### config.mk
export PLATFORM = sky130hd
export DESIGN_NAME = one_wire_bus_master_core
export DESIGN_NICKNAME = d
export VERILOG_FILES = /design/src/rtl/core/owbm_pkg.sv /design/src/rtl/core/one_wire_bus_master_core.sv
export SDC_FILE = /design/constraint.sdc
export NUM_CORES = 1
export LEC_CHECK = 0
export BUFFER_PORTS_ARGS = -buffer_cell sky130_fd_sc_hd__buf_2
export CAP_MARGIN = 10
export CORE_MARGIN = 2
export CORE_UTILIZATION = 30
export DETAILED_ROUTE_END_ITERATION = 7
export GPL_ROUTABILITY_DRIVEN = 0
export GPL_TIMING_DRIVEN = 0
export SETUP_SLACK_MARGIN = 0.3
export SYNTH_ARGS = -nofsm -noshare
export SYNTH_HDL_FRONTEND = slang
export SYNTH_SLANG_ARGS = --single-unit
export TNS_END_PERCENT = 50
### constraint.sdc
create_clock -name i_clk -period 4.3 [get_ports i_clk]
set_input_delay 0.86 -clock i_clk [delete_from_list [all_inputs] [get_ports i_clk]]
set_output_delay 0.86 -clock i_clk [all_outputs]
set_load 0.02 [all_outputs]
### src/rtl/core/owbm_pkg.sv
// Package with types, codes and helpers of the 1-Wire bus master core.
`default_nettype none

package owbm_pkg;

    localparam int BITS_PER_BYTE = 8;

    localparam int CFG_IDX_W  = 3;
    localparam int CFG_DATA_W = 10;
    localparam int CNT_W      = 10;

    // Item kinds; also used as the running operation code.
    typedef enum logic [2:0] {
        KIND_TICK   = 3'd0,
        KIND_RESET  = 3'd1,
        KIND_WBIT   = 3'd2,
        KIND_RBIT   = 3'd3,
        KIND_WBYTE  = 3'd4,
        KIND_RBYTE  = 3'd5
    } t_kind;

    // Configuration register indexes.
    typedef enum logic [CFG_IDX_W-1:0] {
        CFG_RESET_LOW     = 3'd0,
        CFG_PRESENCE_WAIT = 3'd1,
        CFG_PRESENCE_TAIL = 3'd2,
        CFG_SLOT          = 3'd3,
        CFG_READ_RECOVER  = 3'd4,
        CFG_SHORT_LOW     = 3'd5
    } t_cfg_idx;

    typedef enum logic [2:0] {
        PH_IDLE  = 3'd0,
        PH_RLOW  = 3'd1,
        PH_RWAIT = 3'd2,
        PH_RTAIL = 3'd3,
        PH_WLOW  = 3'd4,
        PH_WHIGH = 3'd5,
        PH_DLOW  = 3'd6,
        PH_DREC  = 3'd7
    } t_phase;

    localparam logic [9:0] RESET_LOW_DEF     = 10'd480;
    localparam logic [7:0] PRESENCE_WAIT_DEF = 8'd60;
    localparam logic [7:0] PRESENCE_TAIL_DEF = 8'd100;
    localparam logic [7:0] SLOT_DEF          = 8'd60;
    localparam logic [7:0] READ_RECOVER_DEF  = 8'd55;
    localparam logic [3:0] SHORT_LOW_DEF     = 4'd1;

    typedef struct packed {
        logic       drive_low;
        logic       busy_res;
        logic       done_res;
        logic       presence;
        logic [7:0] rx_data;
    } t_result;

    typedef struct packed {
        logic [CNT_W-1:0] tc;
        logic             hit;
    } t_cnt;

    // Advance the phase counter toward len; a zero length acts as one tick.
    function automatic t_cnt count_step(input logic [CNT_W-1:0] tc,
                                        input logic [CNT_W-1:0] len);
        logic [CNT_W-1:0] l;
        t_cnt             r;
        l    = (len == '0) ? CNT_W'(1) : len;
        r.tc = tc;
        if (tc < l)
            r.tc = tc + CNT_W'(1);
        r.hit = (r.tc >= l);
        return r;
    endfunction

endpackage

`default_nettype wire

### src/rtl/core/one_wire_bus_master_core.sv
// 1-Wire bus master: reset/presence, bit and byte slots timed by tick items.
// Each accepted item yields one result, registered in the output buffer.
// Throughput: one item per cycle while the skid entry is empty; a two-entry
// buffer (output register plus skid) takes one more item while a result waits on i_ready.
// Synchronous active-low reset: timing registers return to their defaults,
// the sequencer goes idle, presence and read data clear, buffer empties.
`default_nettype none

module one_wire_bus_master_core (
    input  wire logic                             i_clk,
    input  wire logic                             i_rst_n,
    // configuration write channel
    input  wire logic                             i_cfg_valid,
    output logic                                  o_cfg_ready,
    input  wire logic [owbm_pkg::CFG_IDX_W-1:0]   i_cfg_index,
    input  wire logic [owbm_pkg::CFG_DATA_W-1:0]  i_cfg_data,
    // item input channel
    input  wire logic                             i_valid,
    output logic                                  o_ready,
    input  wire logic [2:0]                       i_kind,
    input  wire logic [7:0]                       i_tx_data,
    input  wire logic                             i_line_in,
    // result output channel
    output logic                                  o_valid,
    input  wire logic                             i_ready,
    output logic                                  o_drive_low,
    output logic                                  o_busy_res,
    output logic                                  o_done_res,
    output logic                                  o_presence,
    output logic [7:0]                            o_rx_data
);
    import owbm_pkg::*;

    logic [9:0] r_reset_low;
    logic [7:0] r_pwait;
    logic [7:0] r_ptail;
    logic [7:0] r_slot;
    logic [7:0] r_recover;
    logic [3:0] r_short;

    t_phase           r_phase, n_phase;
    logic [CNT_W-1:0] r_tc, n_tc;
    logic [3:0]       r_bit, n_bit;
    logic [7:0]       r_shift, n_shift;
    t_kind            r_op, n_op;
    logic             r_pres, n_pres;
    logic [7:0]       r_rx, n_rx;

    t_result r_out, r_skd, n_res;
    logic    r_out_valid, r_skd_valid;

    logic acc, take, done, fin, wr_mode;
    t_cnt c;

    assign o_cfg_ready = 1'b1;
    assign o_ready     = !r_skd_valid;
    assign acc         = i_valid && o_ready;
    assign take        = r_out_valid && i_ready;

    always_ff @(posedge i_clk) begin
        if (!i_rst_n) begin
            r_reset_low <= RESET_LOW_DEF;
            r_pwait     <= PRESENCE_WAIT_DEF;
            r_ptail     <= PRESENCE_TAIL_DEF;
            r_slot      <= SLOT_DEF;
            r_recover   <= READ_RECOVER_DEF;
            r_short     <= SHORT_LOW_DEF;
        end else if (i_cfg_valid) begin
            case (i_cfg_index)
                CFG_RESET_LOW:     r_reset_low <= i_cfg_data;
                CFG_PRESENCE_WAIT: r_pwait     <= i_cfg_data[7:0];
                CFG_PRESENCE_TAIL: r_ptail     <= i_cfg_data[7:0];
                CFG_SLOT:          r_slot      <= i_cfg_data[7:0];
                CFG_READ_RECOVER:  r_recover   <= i_cfg_data[7:0];
                CFG_SHORT_LOW:     r_short     <= i_cfg_data[3:0];
                default: ;
            endcase
        end
    end

    always_comb begin
        n_phase = r_phase;
        n_tc    = r_tc;
        n_bit   = r_bit;
        n_shift = r_shift;
        n_op    = r_op;
        n_pres  = r_pres;
        n_rx    = r_rx;
        done    = 1'b0;
        fin     = 1'b0;
        c       = '0;
        wr_mode = (r_op == KIND_WBIT) || (r_op == KIND_WBYTE);

        if (i_kind == KIND_TICK) begin
            case (r_phase)
                PH_IDLE: ;
                PH_RLOW: begin
                    c    = count_step(r_tc, r_reset_low);
                    n_tc = c.tc;
                    if (c.hit) begin
                        n_phase = PH_RWAIT;
                        n_tc    = '0;
                    end
                end
                PH_RWAIT: begin
                    c    = count_step(r_tc, {2'b00, r_pwait});
                    n_tc = c.tc;
                    if (c.hit) begin
                        n_pres = !i_line_in;
                        if (!i_line_in && (r_ptail != 8'd0)) begin
                            n_phase = PH_RTAIL;
                            n_tc    = '0;
                        end else begin
                            n_phase = PH_IDLE;
                            n_op    = KIND_TICK;
                            done    = 1'b1;
                        end
                    end
                end
                PH_RTAIL: begin
                    c    = count_step(r_tc, {2'b00, r_ptail});
                    n_tc = c.tc;
                    if (c.hit) begin
                        n_phase = PH_IDLE;
                        n_op    = KIND_TICK;
                        done    = 1'b1;
                    end
                end
                PH_WLOW: begin
                    if (r_shift[0]) begin
                        c    = count_step(r_tc, {6'd0, r_short});
                        n_tc = c.tc;
                        if (c.hit) begin
                            n_phase = PH_WHIGH;
                            n_tc    = '0;
                        end
                    end else begin
                        c    = count_step(r_tc, {2'b00, r_slot});
                        n_tc = c.tc;
                        fin  = c.hit;
                    end
                end
                PH_WHIGH: begin
                    c    = count_step(r_tc, {2'b00, r_slot});
                    n_tc = c.tc;
                    fin  = c.hit;
                end
                PH_DLOW: begin
                    c    = count_step(r_tc, {6'd0, r_short});
                    n_tc = c.tc;
                    if (c.hit) begin
                        n_phase = PH_DREC;
                        n_tc    = '0;
                    end
                end
                PH_DREC: begin
                    // sample the bus on the first tick after release
                    if (r_tc == '0)
                        n_shift = {i_line_in, r_shift[7:1]};
                    c    = count_step(r_tc, {2'b00, r_recover});
                    n_tc = c.tc;
                    fin  = c.hit;
                end
                default: n_phase = PH_IDLE;
            endcase

            if (fin) begin
                n_bit = r_bit + 4'd1;
                if (wr_mode)
                    n_shift = {1'b0, n_shift[7:1]};
                if (((r_op == KIND_WBYTE) || (r_op == KIND_RBYTE)) &&
                    (n_bit < 4'(BITS_PER_BYTE))) begin
                    n_tc    = '0;
                    n_phase = wr_mode ? PH_WLOW : PH_DLOW;
                end else begin
                    if (r_op == KIND_RBIT)
                        n_rx = {7'd0, n_shift[7]};
                    else if (r_op == KIND_RBYTE)
                        n_rx = n_shift;
                    n_phase = PH_IDLE;
                    n_op    = KIND_TICK;
                    done    = 1'b1;
                end
            end
        end else if ((i_kind <= KIND_RBYTE) && (r_phase == PH_IDLE)) begin
            n_op  = t_kind'(i_kind);
            n_tc  = '0;
            n_bit = 4'd0;
            if (i_kind == KIND_RESET) begin
                n_phase = PH_RLOW;
            end else begin
                if (i_kind == KIND_WBIT)
                    n_shift = {7'd0, i_tx_data[0]};
                else if (i_kind == KIND_WBYTE)
                    n_shift = i_tx_data;
                else
                    n_shift = 8'd0;
                n_phase = ((i_kind == KIND_WBIT) || (i_kind == KIND_WBYTE)) ?
                          PH_WLOW : PH_DLOW;
            end
        end

        n_res.drive_low = (n_phase == PH_RLOW) || (n_phase == PH_WLOW) ||
                          (n_phase == PH_DLOW);
        n_res.busy_res  = (n_phase != PH_IDLE);
        n_res.done_res  = done;
        n_res.presence  = n_pres;
        n_res.rx_data   = n_rx;
    end

    always_ff @(posedge i_clk) begin
        if (!i_rst_n) begin
            r_phase <= PH_IDLE;
            r_tc    <= '0;
            r_bit   <= 4'd0;
            r_shift <= 8'd0;
            r_op    <= KIND_TICK;
            r_pres  <= 1'b0;
            r_rx    <= 8'd0;
        end else if (acc) begin
            r_phase <= n_phase;
            r_tc    <= n_tc;
            r_bit   <= n_bit;
            r_shift <= n_shift;
            r_op    <= n_op;
            r_pres  <= n_pres;
            r_rx    <= n_rx;
        end
    end

    // output register with a skid entry behind it
    always_ff @(posedge i_clk) begin
        if (!i_rst_n) begin
            r_out_valid <= 1'b0;
            r_skd_valid <= 1'b0;
        end else if (take) begin
            if (r_skd_valid) begin
                r_skd_valid <= 1'b0;
            end else if (!acc) begin
                r_out_valid <= 1'b0;
            end
        end else if (acc) begin
            if (!r_out_valid)
                r_out_valid <= 1'b1;
            else
                r_skd_valid <= 1'b1;
        end
    end

    always_ff @(posedge i_clk) begin
        if (take) begin
            if (r_skd_valid)
                r_out <= r_skd;
            else if (acc)
                r_out <= n_res;
        end else if (acc) begin
            if (!r_out_valid)
                r_out <= n_res;
            else
                r_skd <= n_res;
        end
    end

    assign o_valid     = r_out_valid;
    assign o_drive_low = r_out.drive_low;
    assign o_busy_res  = r_out.busy_res;
    assign o_done_res  = r_out.done_res;
    assign o_presence  = r_out.presence;
    assign o_rx_data   = r_out.rx_data;

endmodule

`default_nettype wire
# Yosys cells after proc, flatten, opt, wreduce, memory -nomap -nowiden
# Index checks and enable logic that the tools add are counted.
[classes] addsub=2 bitwise=2 reduce_logical=41 n_mux=103 n_eq_ne=27 magnitude_cmp=16
[op_table] op="$mux W10" count=35
[op_table] op="$mux W8" count=18
[op_table] op="$pmux W10 S7" count=1
[op_table] op="$mux W12" count=5
[op_table] op="$mux W3" count=18
[op_table] op="$ge A10 B8 Y1" count=4
[op_table] op="$lt A10 B8 Y1" count=4
[op_table] op="$eq A3 B3 Y1 const B" count=11
[op_table] op="$logic_not A8 Y1" count=4
[op_table] op="$ge A10 B10 Y1" count=3
[op_table] op="$eq A3 B2 Y1 const B" count=7
[op_table] op="$logic_not A10 Y1" count=2
[op_table] op="$mux W4" count=4
[op_table] op="$reduce_and A2 Y1" count=8
[op_table] op="$mux W1" count=15
[op_table] op="$pmux W3 S5" count=1
[op_table] op="$reduce_and A3 Y1" count=5
[op_table] op="$eq A3 B1 Y1 const B" count=4
[op_table] op="$add A10 B1 Y10 const B" count=1
[op_table] op="$ge A10 B4 Y1" count=1
[op_table] op="$lt A10 B10 Y1" count=1
[op_table] op="$lt A10 B4 Y1" count=1
[op_table] op="$logic_not A3 Y1" count=3
[op_table] op="$reduce_bool A8 Y1" count=1
[op_table] op="17 further kinds" count=34
[word_totals] output_inout_bits=15 in_bits=30 ff_bits=109

# Longest topological paths before layout
# Gate-level depths: netlist of the first run.
[depth] depth_word=19 depth_mapped=20

# Worst setup path before layout of the first run
# OpenSTA, ideal clock, no wires.
[synth_timing] kind="reg2reg" start="register r_tc[5]" end="register r_out, in the netlist o_busy_res, data pin" setup_time_ps=260 path_buffers=0 path_stages_with_launch=19 t_arrival_ps=4087 path_slack_ps=-47 period_less_slack_ps=4347 t_required_ps=4040 path_cell_list="dfxtp_1 ha_1 a21oi_1 o21ai_0 a2111oi_0 nor2_1 inv_1 nand2_1 xnor2_1 ha_1 a211o_1 a31oi_1 o311ai_0 nand3_1 a22oi_1 nand3_1 a41o_1 or2_1 mux2_2"
[synth_rtl] item="from (decl)" line="one_wire_bus_master_core.sv:42" source="logic [CNT_W-1:0] r_tc, n_tc;"
[synth_rtl] item="from (signal assigned)" line="one_wire_bus_master_core.sv:222" source="r_tc <= n_tc;"
[synth_rtl] item="to (signal assigned)" line="one_wire_bus_master_core.sv:253" source="r_out <= r_skd;"
[synth_rtl] item="to (signal assigned)" line="one_wire_bus_master_core.sv:255" source="r_out <= n_res;"
[synth_rtl] item="to (signal assigned)" line="one_wire_bus_master_core.sv:258" source="r_out <= n_res;"
[synth_rtl] item="to (decl)" line="one_wire_bus_master_core.sv:49" source="t_result r_out, r_skd, n_res;"

==> results_dict.tcl, run 1 <==
set metrics [dict create \
    outcome "complete, but fails checks" \
    violations "design-rule violations, negative setup slack" \
    synth-edff-count 24 \
    numCtsBuffers 9 \
    nFillCells 2894 \
    synth_commonest_cells "nand2_1, ha_1, dfxtp_1" \
    finClkSkew_ns 0.0162 \
    yosys.area.top_type "dfxtp_1" \
    wl_per_cell_um 19.2 \
    coreArea_um2 28800 \
    grt_first_pass_wirelength_um 48400 \
    synth_area_leaders "dfxtp_1, ha_1, edfxtp_1" \
    timing.slew.headroom 0.358 \
    grt_max_degree 23 \
    vdd_drop_max_uv 221 \
    netlist.area_leader.share 0.194 \
    hold_path_class "reg -> reg" \
    cp.arrival_ns 4.50 \
    cp_slowest_cell "or4_4" \
    cts_hold_buf 0 \
    cp_top_family "compound AO/OA/AOI/OAI gates" \
    final_cells 1647 \
    antenna_found_initial 0 \
    clkSinkCount 109 \
    initial_core_util 0.305 \
    setup_viol 9 \
    worst_slack_ns -0.0796 \
    synth-async-reset-ratio 0 \
    synth_cells 1125 \
    grt_pass1_vias 8662 \
    detail-route-antenna-nets 0 \
    wl_um 31600 \
    die-area_um2 30700 \
    cts.reportedPaths.clkPinSlew_ns 0.09 \
    tightestPinTransition_ns 0.955 \
    drv_slew 0 \
    cts_tree "done" \
    critPathMaxFanout 5 \
    ys.flop_type "dfxtp_1" \
    path_buf_inv 1 \
    regMostFlops "r_skd" \
    hpwl_um 22500 \
    reg.largest.list "r_skd (12), r_reset_low (10), r_tc (10)" \
    die_h_um 175 \
    placed_cells 1550 \
    syn_area_um2 8780 \
    largest_register_ffs 12 \
    power.total_mw 2.65 \
    cp-start-kind "flop" \
    required_ns 4.42 \
    clockBufferDepth 2 \
    avgSynthCellArea_um2 7.81 \
    place_ws_ns -0.632 \
    max_freq_mhz 228 \
    slowest_delay_ns 0.54 \
    min_period_ns 4.38 \
    root_buffer "clkbuf_16" \
    rows 62 \
    final-hold-violation-count 0 \
    drc 13 \
    final_layout_size_suffix_gt1_frac 0.257 \
    ys.warnings.count 0 \
    worstSetupPathType "reg -> reg" \
    area_growth_pct 30.4 \
    power.leakage_nw 4.69 \
    synth_fp_nets 1245 \
    rsz0062_at_grt "yes" \
    grt.total_usage 0.200 \
    ys_seq_area_frac 0.276 \
    via_per_inst 5.64 \
    num_io_pins 45 \
    yosysUniqueCellTypes 85 \
    fin_crit_sh 1.02 \
    yosysMostFrequentCell "nand2_1" \
    drt-pass1-iter-count 8 \
    drv_cap 0 \
    num_vias 9291 \
    crit_path_cell_trace "ha_4 > a21oi_2 > a21boi_2 > or4_4 > nor2_4 > buf_6 > nand2_4 > xnor2_2 > ha_2 > a2111oi_4 > o21ai_1 > a311o_2 > o21ai_2 > and2b_2 > a41o_1 > mux2i_1 > mux2_2" \
    htreeDepth 3 \
    antenna_cells 0 \
    die_x_um 175 \
    portBuffers 40 \
    power_density_nw_per_um2 231 \
    ys_seq_elements 109 \
    gr-total-overflow 0 \
    drt_iter0_markers 829 \
    fin_nets 1378 \
    worstSetupEndpointType "flop" \
    clk_latency_ns 0.38 \
]
## layout make-up
| class | count | area [µm²] | share of cell area |
|---|---|---|---|
| inverters | 80 | 300 | 0.0262 |
| clock buffers | 9 | 225 | 0.0197 |
| plain buffers | 60 | 305 | 0.0267 |
| multi-input cells | 876 | 6710 | 0.586 |
| well taps | 384 | 480 | 0.0420 |
| flip-flops and latches | 109 | 2460 | 0.215 |
| repair buffers | 122 | 883 | 0.0771 |
| clock inverters | 7 | 91.3 | 0.00798 |
## cell families after synthesis
logic type / synth area share
flops: 0.276
simple gates: 0.222
mux: 0.0232
compound gates: 0.239
buf+inv: 0.0651
fa+ha+maj: 0.128
xor+xnor: 0.0459
other cells: 0.000427
## worst paths after layout
check | endpoint | startpoint | slack, ns | cells past startpoint
max reg2reg | o_drive_low | r_tc[6] | -0.08 | 17
min reg2reg | r_recover[7] | r_recover[7] | 0.46 | 2
max | o_drive_low | r_tc[6] | -0.08 | 17
min | r_recover[7] | r_recover[7] | 0.46 | 2
## layer usage
layer	global-route usage	routed length, µm	up-vias
li1	-	-	4376
met3	0.0333	2540	93
met5	0	0	-
met1	0.268	13500	4392
met2	0.322	14200	430
met4	0.0726	1270	0
## stage by stage
step / utilization / hold WS, ns / cell area (µm²) / setup TNS, ns
global route: 0.398 / 0.488 / 11500 / -5.36
detailed placement: 0.333 / 0.453 / 9580 / -22.13
global placement: 0.332 / 0.440 / 9570 / -22.40
finish: 0.398 / 0.464 / 11500 / -0.289
CTS: 0.381 / 0.465 / 11000 / -0.138
floorplan: - / 0.433 / 8890 / 0
## power by group
part	switching [mW]	internal, mW
sequential	0.0336	1.09
combinational	0.400	0.223
clock	0.483	0.423
total	0.916	1.73
## worst register-to-register path: stages, from the launching register on
cell	delay (ns)
dfxtp_4	0.43
ha_4	0.23
a21oi_2	0.14
a21boi_2	0.07
or4_4	0.54
nor2_4	0.20
buf_6	0.14
nand2_4	0.04
xnor2_2	0.15
ha_2	0.23
a2111oi_4	0.33
o21ai_1	0.12
a311o_2	0.42
o21ai_2	0.22
and2b_2	0.18
a41o_1	0.26
mux2i_1	0.14
mux2_2	0.28
## repair_timing
action | in CTS | in global routing
buffers inserted | 63 | 16
setup endpoints to repair | 61 | 61
resized for setup | 140 | 64
pin swaps | 73 | 39
gates cloned | 2 | 0
## cells in the final DEF, fill, tap and decap left out, types with 9 or more instances in the layout
cell	n
buf_4	68
nor2_1	63
xnor2_1	24
nand3_1	43
dfxtp_1	69
a21oi_2	14
edfxtp_1	24
inv_1	74
o21ai_0	35
buf_2	44
ha_4	12
nor3_1	20
ha_1	74
a22o_1	10
o21ai_1	17
a31oi_1	12
nand2_1	159
nand4_1	14
clkbuf_1	37
o211ai_1	32
o22ai_1	13
dfxtp_2	9
nand2_2	9
mux2i_1	16
xor2_1	11
a21oi_1	62
clkbuf_16	9
nor3_2	12
and2_1	11
buf_6	22
No activity file was read; power rests on OpenSTA's default activity.
==> run 2: changes to the inputs <==
- BUFFER_PORTS_ARGS: -buffer_cell sky130_fd_sc_hd__buf_2 -> default
- DONT_BUFFER_PORTS: default -> 1
- SETUP_SLACK_MARGIN: 0.3 -> 0.5
==> run 2 against run 1 <==
Against the previous run:
- the run ends with negative setup slack left
- register-to-register slack got worse by 0.09 ns
- sequential cell count unchanged
- maximum frequency shrank 2.0%
- clock skew down 0.0063 ns
- clock power shrank 0.4%
- largest power group unchanged
- sequential power hardly changed
- combinational power shrank 10%
- total power fell by 1.9%
- clock-buffer cell count unchanged
- first-iteration DRC count increased by 6.4%
- final area fell by 2.5%
==> results_dict.tcl, run 2 (synthesized netlist as in run 1, its figures left out) <==
set metrics [dict create \
    outcome "complete, but fails checks" \
    violations "negative setup slack" \
    cts_tree "done" \
    vdd_drop_max_uv 152 \
    seq_area_um2 2470 \
    die-area_um2 30700 \
    drt-pass1-iter-count 7 \
    drv_cap 0 \
    htreeDepth 3 \
    rows 62 \
    clk_latency_ns 0.38 \
    final_cells 1601 \
    worstSetupEndpointType "flop" \
    detail-route-antenna-nets 0 \
    layout_common_cells "nand2_1, ha_1, inv_1" \
    cp-start-kind "flop" \
    min_period_ns 4.47 \
    grt.total_usage 0.201 \
    setup_viol 39 \
    fin_util 0.388 \
    nFillCells 2911 \
    drc 0 \
    clockBufferDepth 2 \
    grt_first_pass_wirelength_um 48700 \
    power_density_nw_per_um2 233 \
    max_freq_mhz 224 \
    area_growth_pct 27.2 \
    fin_crit_sh 1.04 \
    hpwl_um 22400 \
    cts.reportedPaths.clkPinSlew_ns 0.09 \
    worst_slack_ns -0.170 \
    drv_slew 0 \
    reg.largest.list "r_skd (12), r_reset_low (10), r_tc (10)" \
    num_io_pins 45 \
    final_common_cell "nand2_1" \
    wl_um 31300 \
    final-hold-violation-count 0 \
    regMostFlops "r_skd" \
    tightestPinTransition_ns 0.973 \
    worstSetupPathType "reg -> reg" \
    root_buffer "clkbuf_16" \
    wl_per_cell_um 19.6 \
    coreArea_um2 28800 \
    cp.arrival_ns 4.77 \
    via_per_inst 5.67 \
    timing.slew.headroom 0.351 \
    antenna_cells 0 \
    die_x_um 175 \
    final_layout_size_suffix_gt1_frac 0.224 \
    initial_core_util 0.305 \
    finClkSkew_ns 0.00993 \
    fin_nets 1332 \
    gr-total-overflow 0 \
    grt_pass1_vias 8724 \
    critPathMaxFanout 5 \
    power.leakage_nw 4.58 \
    placed_cells 1510 \
    multi_input_area_um2 6620 \
    clkSinkCount 109 \
    largest_register_ffs 12 \
    antenna_found_initial 0 \
    required_ns 4.60 \
    die_h_um 175 \
    drt_iter0_markers 882 \
    num_vias 9075 \
    numCtsBuffers 9 \
    portBuffers 0 \
    grt_max_degree 24 \
    rsz0062_at_grt "yes" \
    hold_path_class "reg -> reg" \
]
==> run 2: changes by cell type in the layout (fill, tap and decap cells not counted), sizes merged <==
| cell | previous run | this run |
|---|---|---|
| buf | 139 | 93 |
| inv | 82 | 83 |
| clkinv | 5 | 4 |
==> run 2: worst max-delay path, cell delays in order, from the launching register on <==
cell	delay, ns
dfxtp_4	0.43
ha_4	0.23
a21oi_4	0.13
a21boi_2	0.07
or4_4	0.55
nor2_4	0.23
nand2_4	0.10
xnor2_4	0.25
ha_4	0.26
a2111oi_4	0.33
o21ai_1	0.12
a311o_2	0.47
o21ai_2	0.21
buf_6	0.14
nand2b_4	0.07
a211oi_4	0.27
buf_4	0.17
buf_6	0.12
a21oi_2	0.06
o2bb2ai_2	0.17
==> run 2: cell type report <==
cell class,instances,share of cell area
clock inverters,7,0.00818
multi-input cells,876,0.593
repair buffers,76,0.0596
well taps,384,0.0430
plain buffers,60,0.0285
flip-flops and latches,109,0.221
inverters,80,0.0269
clock buffers,9,0.0202
==> run 2: report_power, final <==
| part | internal (mW) | switching (mW) |
|---|---|---|
| clock network | 0.424 | 0.479 |
| logic | 0.199 | 0.360 |
| registers | 1.09 | 0.0489 |
| total | 1.71 | 0.888 |
==> run 2: path summary, 6_finish.rpt <==
| path | start | end | slack [ns] | cells past startpoint |
|---|---|---|---|---|
| setup / recovery | r_tc[6] | r_tc[0] | -0.17 | 19 |
| hold / removal | r_slot[0] | r_slot[0] | 0.47 | 2 |
| setup reg to reg | r_tc[6] | r_tc[0] | -0.17 | 19 |
| hold reg to reg | r_slot[0] | r_slot[0] | 0.47 | 2 |
==> run 2: stage by stage <==
stage               instance area, µm²  setup slack, ns  power (mW)  hold WS (ns)  setup TNS [ns]
floorplan                         8910            0.311        1.50         0.433               0
CTS                              10800          -0.0410        2.58         0.466          -0.116
global placement                  9390           -0.605        1.62         0.439          -21.04
global route                     11200           -0.288        2.70         0.477           -9.04
detailed placement                9410           -0.620        1.63         0.453          -23.81
finish                           11200           -0.170        2.60         0.465           -3.51
==> run 2: metal layers <==
metal / track usage / vias up / routed length (µm)
met5: 0 / - / 0
met4: 0.0778 / 0 / 1150
met3: 0.0396 / 74 / 2430
met2: 0.325 / 385 / 14100
met1: 0.264 / 4332 / 13600
li1: - / 4284 / -
==> run 2: timing repair <==
action | in CTS | in global routing
setup endpoints to repair | 61 | 61
setup buffers | 55 | 17
pin swaps | 73 | 48
resized for setup | 136 | 54
cloned | 2 | 0
hold buffers | 0 | 0
==> run 3: changes to the inputs <==
- PLACE_DENSITY: default -> 0.51
==> run 3 against run 2 <==
Against the previous run:
- the run still ends with negative setup slack left
- clock power grew 1%
- clock skew is 0.0094 ns higher
- via count is 1.9% lower
- critical path type unchanged
- largest power group unchanged
==> results_dict.tcl, run 3 (synthesized netlist as in run 1, its figures left out) <==
set metrics [dict create \
    slowest_delay_ns 0.40 \
    final_cells 1609 \
    final_area_um2 11500 \
    die_h_um 175 \
    numCtsBuffers 9 \
    hold_path_class "reg -> reg" \
    wl_per_cell_um 20.3 \
    final-hold-violation-count 0 \
    cp-start-kind "flop" \
    clk_latency_ns 0.38 \
    fin_crit_sh 1.01 \
    min_period_ns 4.32 \
    die-area_um2 30700 \
    required_ns 4.43 \
    nFillCells 2907 \
    place_ws_ns -0.710 \
    via_per_inst 5.53 \
    cts.reportedPaths.clkPinSlew_ns 0.09 \
    num_io_pins 45 \
    worstSetupPathType "reg -> reg" \
    wl_um 32600 \
    finClkSkew_ns 0.0193 \
    placed_area_um2 9410 \
    hold_start "r_pres" \
    outcome "complete, but fails checks" \
    worstSetupStartpoint "r_tc[3]" \
    drc 0 \
    power.leakage_nw 4.65 \
    portBuffers 0 \
    root_buffer "clkbuf_16" \
    drv_cap 0 \
    gr-total-overflow 0 \
    max_freq_mhz 231 \
    placed_cells 1510 \
    coreArea_um2 28800 \
    worstSetupEndpointType "flop" \
    largest_register_ffs 12 \
    initial_core_util 0.305 \
    grt_first_pass_wirelength_um 49500 \
    drv_slew 0 \
    drt-pass1-iter-count 5 \
    layout_common_cells "nand2_1, ha_1, inv_1" \
    power_density_nw_per_um2 228 \
    antenna_cells 0 \
    regMostFlops "r_skd" \
    clockBufferDepth 2 \
    grt_pass1_vias 8535 \
    worst_slack_ns -0.0241 \
    rsz0062_at_grt "yes" \
    violations "negative setup slack" \
    final_layout_size_suffix_gt1_frac 0.261 \
    clkSinkCount 109 \
    reg.largest.list "r_skd (12), r_reset_low (10), r_tc (10)" \
    die_x_um 175 \
    rows 62 \
    htreeDepth 3 \
    num_vias 8903 \
    grt.total_usage 0.207 \
    final_common_cell "nand2_1" \
    setup_viol 3 \
    vdd_drop_max_uv 166 \
    area_growth_pct 31.3 \
    detail-route-antenna-nets 0 \
    grt_max_degree 24 \
    tightestPinTransition_ns 0.939 \
    critPathMaxFanout 5 \
    cp_slowest_cell "dfxtp_4" \
    hpwl_um 23600 \
    antenna_found_initial 0 \
    timing.rr.start "r_tc[3]" \
    timing.slew.headroom 0.371 \
    crit_path_cell_trace "buf_12 > ha_4 > nand2_4 > a2111oi_4 > a2111oi_4 > nor2_2 > buf_6 > buf_6 > nor2_4 > xor2_2 > ha_2 > nand4_1 > o311ai_4 > nand3_1 > a22oi_2 > nand3_1 > a41o_1 > or2_4 > mux2_4" \
    fin_nets 1340 \
    cp.arrival_ns 4.45 \
    drt_iter0_markers 665 \
    cts_tree "done" \
]
==> run 3: changes by cell type in the layout (fill, tap and decap cells not counted), moves of 3 or more <==
cell / change
o21ai_2: -3
ha_4: +3
nor3_1: -5
buf_4: +6
dfxtp_1: -3
o21ai_0: -3
ha_1: -4
nor3_2: +5
a21oi_1: -4
nand2_1: -6
o21ai_1: +5
nand2_2: +4
a21oi_2: +3
==> run 3: final cells by class <==
| class | instances | area, µm² | share of cell area |
|---|---|---|---|
| Buffer | 60 | 333 | 0.0289 |
| Clock buffer | 9 | 225 | 0.0195 |
| Clock inverter | 7 | 91.3 | 0.00792 |
| Inverter | 80 | 303 | 0.0263 |
| Multi-Input combinational cell | 876 | 6880 | 0.597 |
| Sequential cell | 109 | 2470 | 0.214 |
| Tap cell | 384 | 480 | 0.0417 |
| Timing Repair Buffer | 84 | 746 | 0.0646 |
==> run 3: path summary, 6_finish.rpt <==
kind                      to  slack, ns  cells after the start
hold reg to reg       r_pres       0.46                      2
setup reg to reg  o_busy_res      -0.02                     19
hold / removal        r_pres       0.46                      2
setup / recovery  o_busy_res      -0.02                     19
==> run 3: power breakdown <==
| part | leakage (nW) | switching [mW] | internal [mW] |
|---|---|---|---|
| logic | 3.58 | 0.372 | 0.203 |
| clock network | 0.152 | 0.490 | 0.425 |
| registers | 0.922 | 0.0494 | 1.09 |
==> run 3: what timing repair did <==
action,in CTS,in global routing
pin swaps,95,68
hold buffers,0,0
gates resized for setup,130,125
setup endpoints to repair,61,61
buffers inserted,59,22
gates cloned,2,0
==> run 3: critical path: cells and delay by family, from the launching register on <==
family | cells | cell delay [ns]
AND/OR/NAND/NOR | 7 | 0.86
XOR/XNOR | 1 | 0.16
buffers and inverters | 3 | 0.42
AO/OA/AOI/OAI | 5 | 1.37
adder cells (fa/ha/maj) | 2 | 0.59
multiplexers | 1 | 0.25
flip-flops | 1 | 0.40
==> run 3: stage by stage <==
stage / hold WS [ns] / power, mW / setup TNS, ns / util
global placement: 0.438 / 1.63 / -30.37 / 0.326
CTS: 0.461 / 2.59 / -0.0655 / 0.372
global route: 0.490 / 2.73 / -3.44 / 0.401
finish: 0.462 / 2.62 / -0.0375 / 0.401
detailed placement: 0.448 / 1.64 / -29.12 / 0.327
floorplan: 0.433 / 1.50 / 0 / -
==> run 3: per-layer routing <==
layer,GRT usage,share of wire,vias to the layer above
li1,-,-,4300
met1,0.271,0.44,4251
met2,0.341,0.46,297
met3,0.0387,0.064,55
met4,0.0736,0.037,0
met5,0,0,-
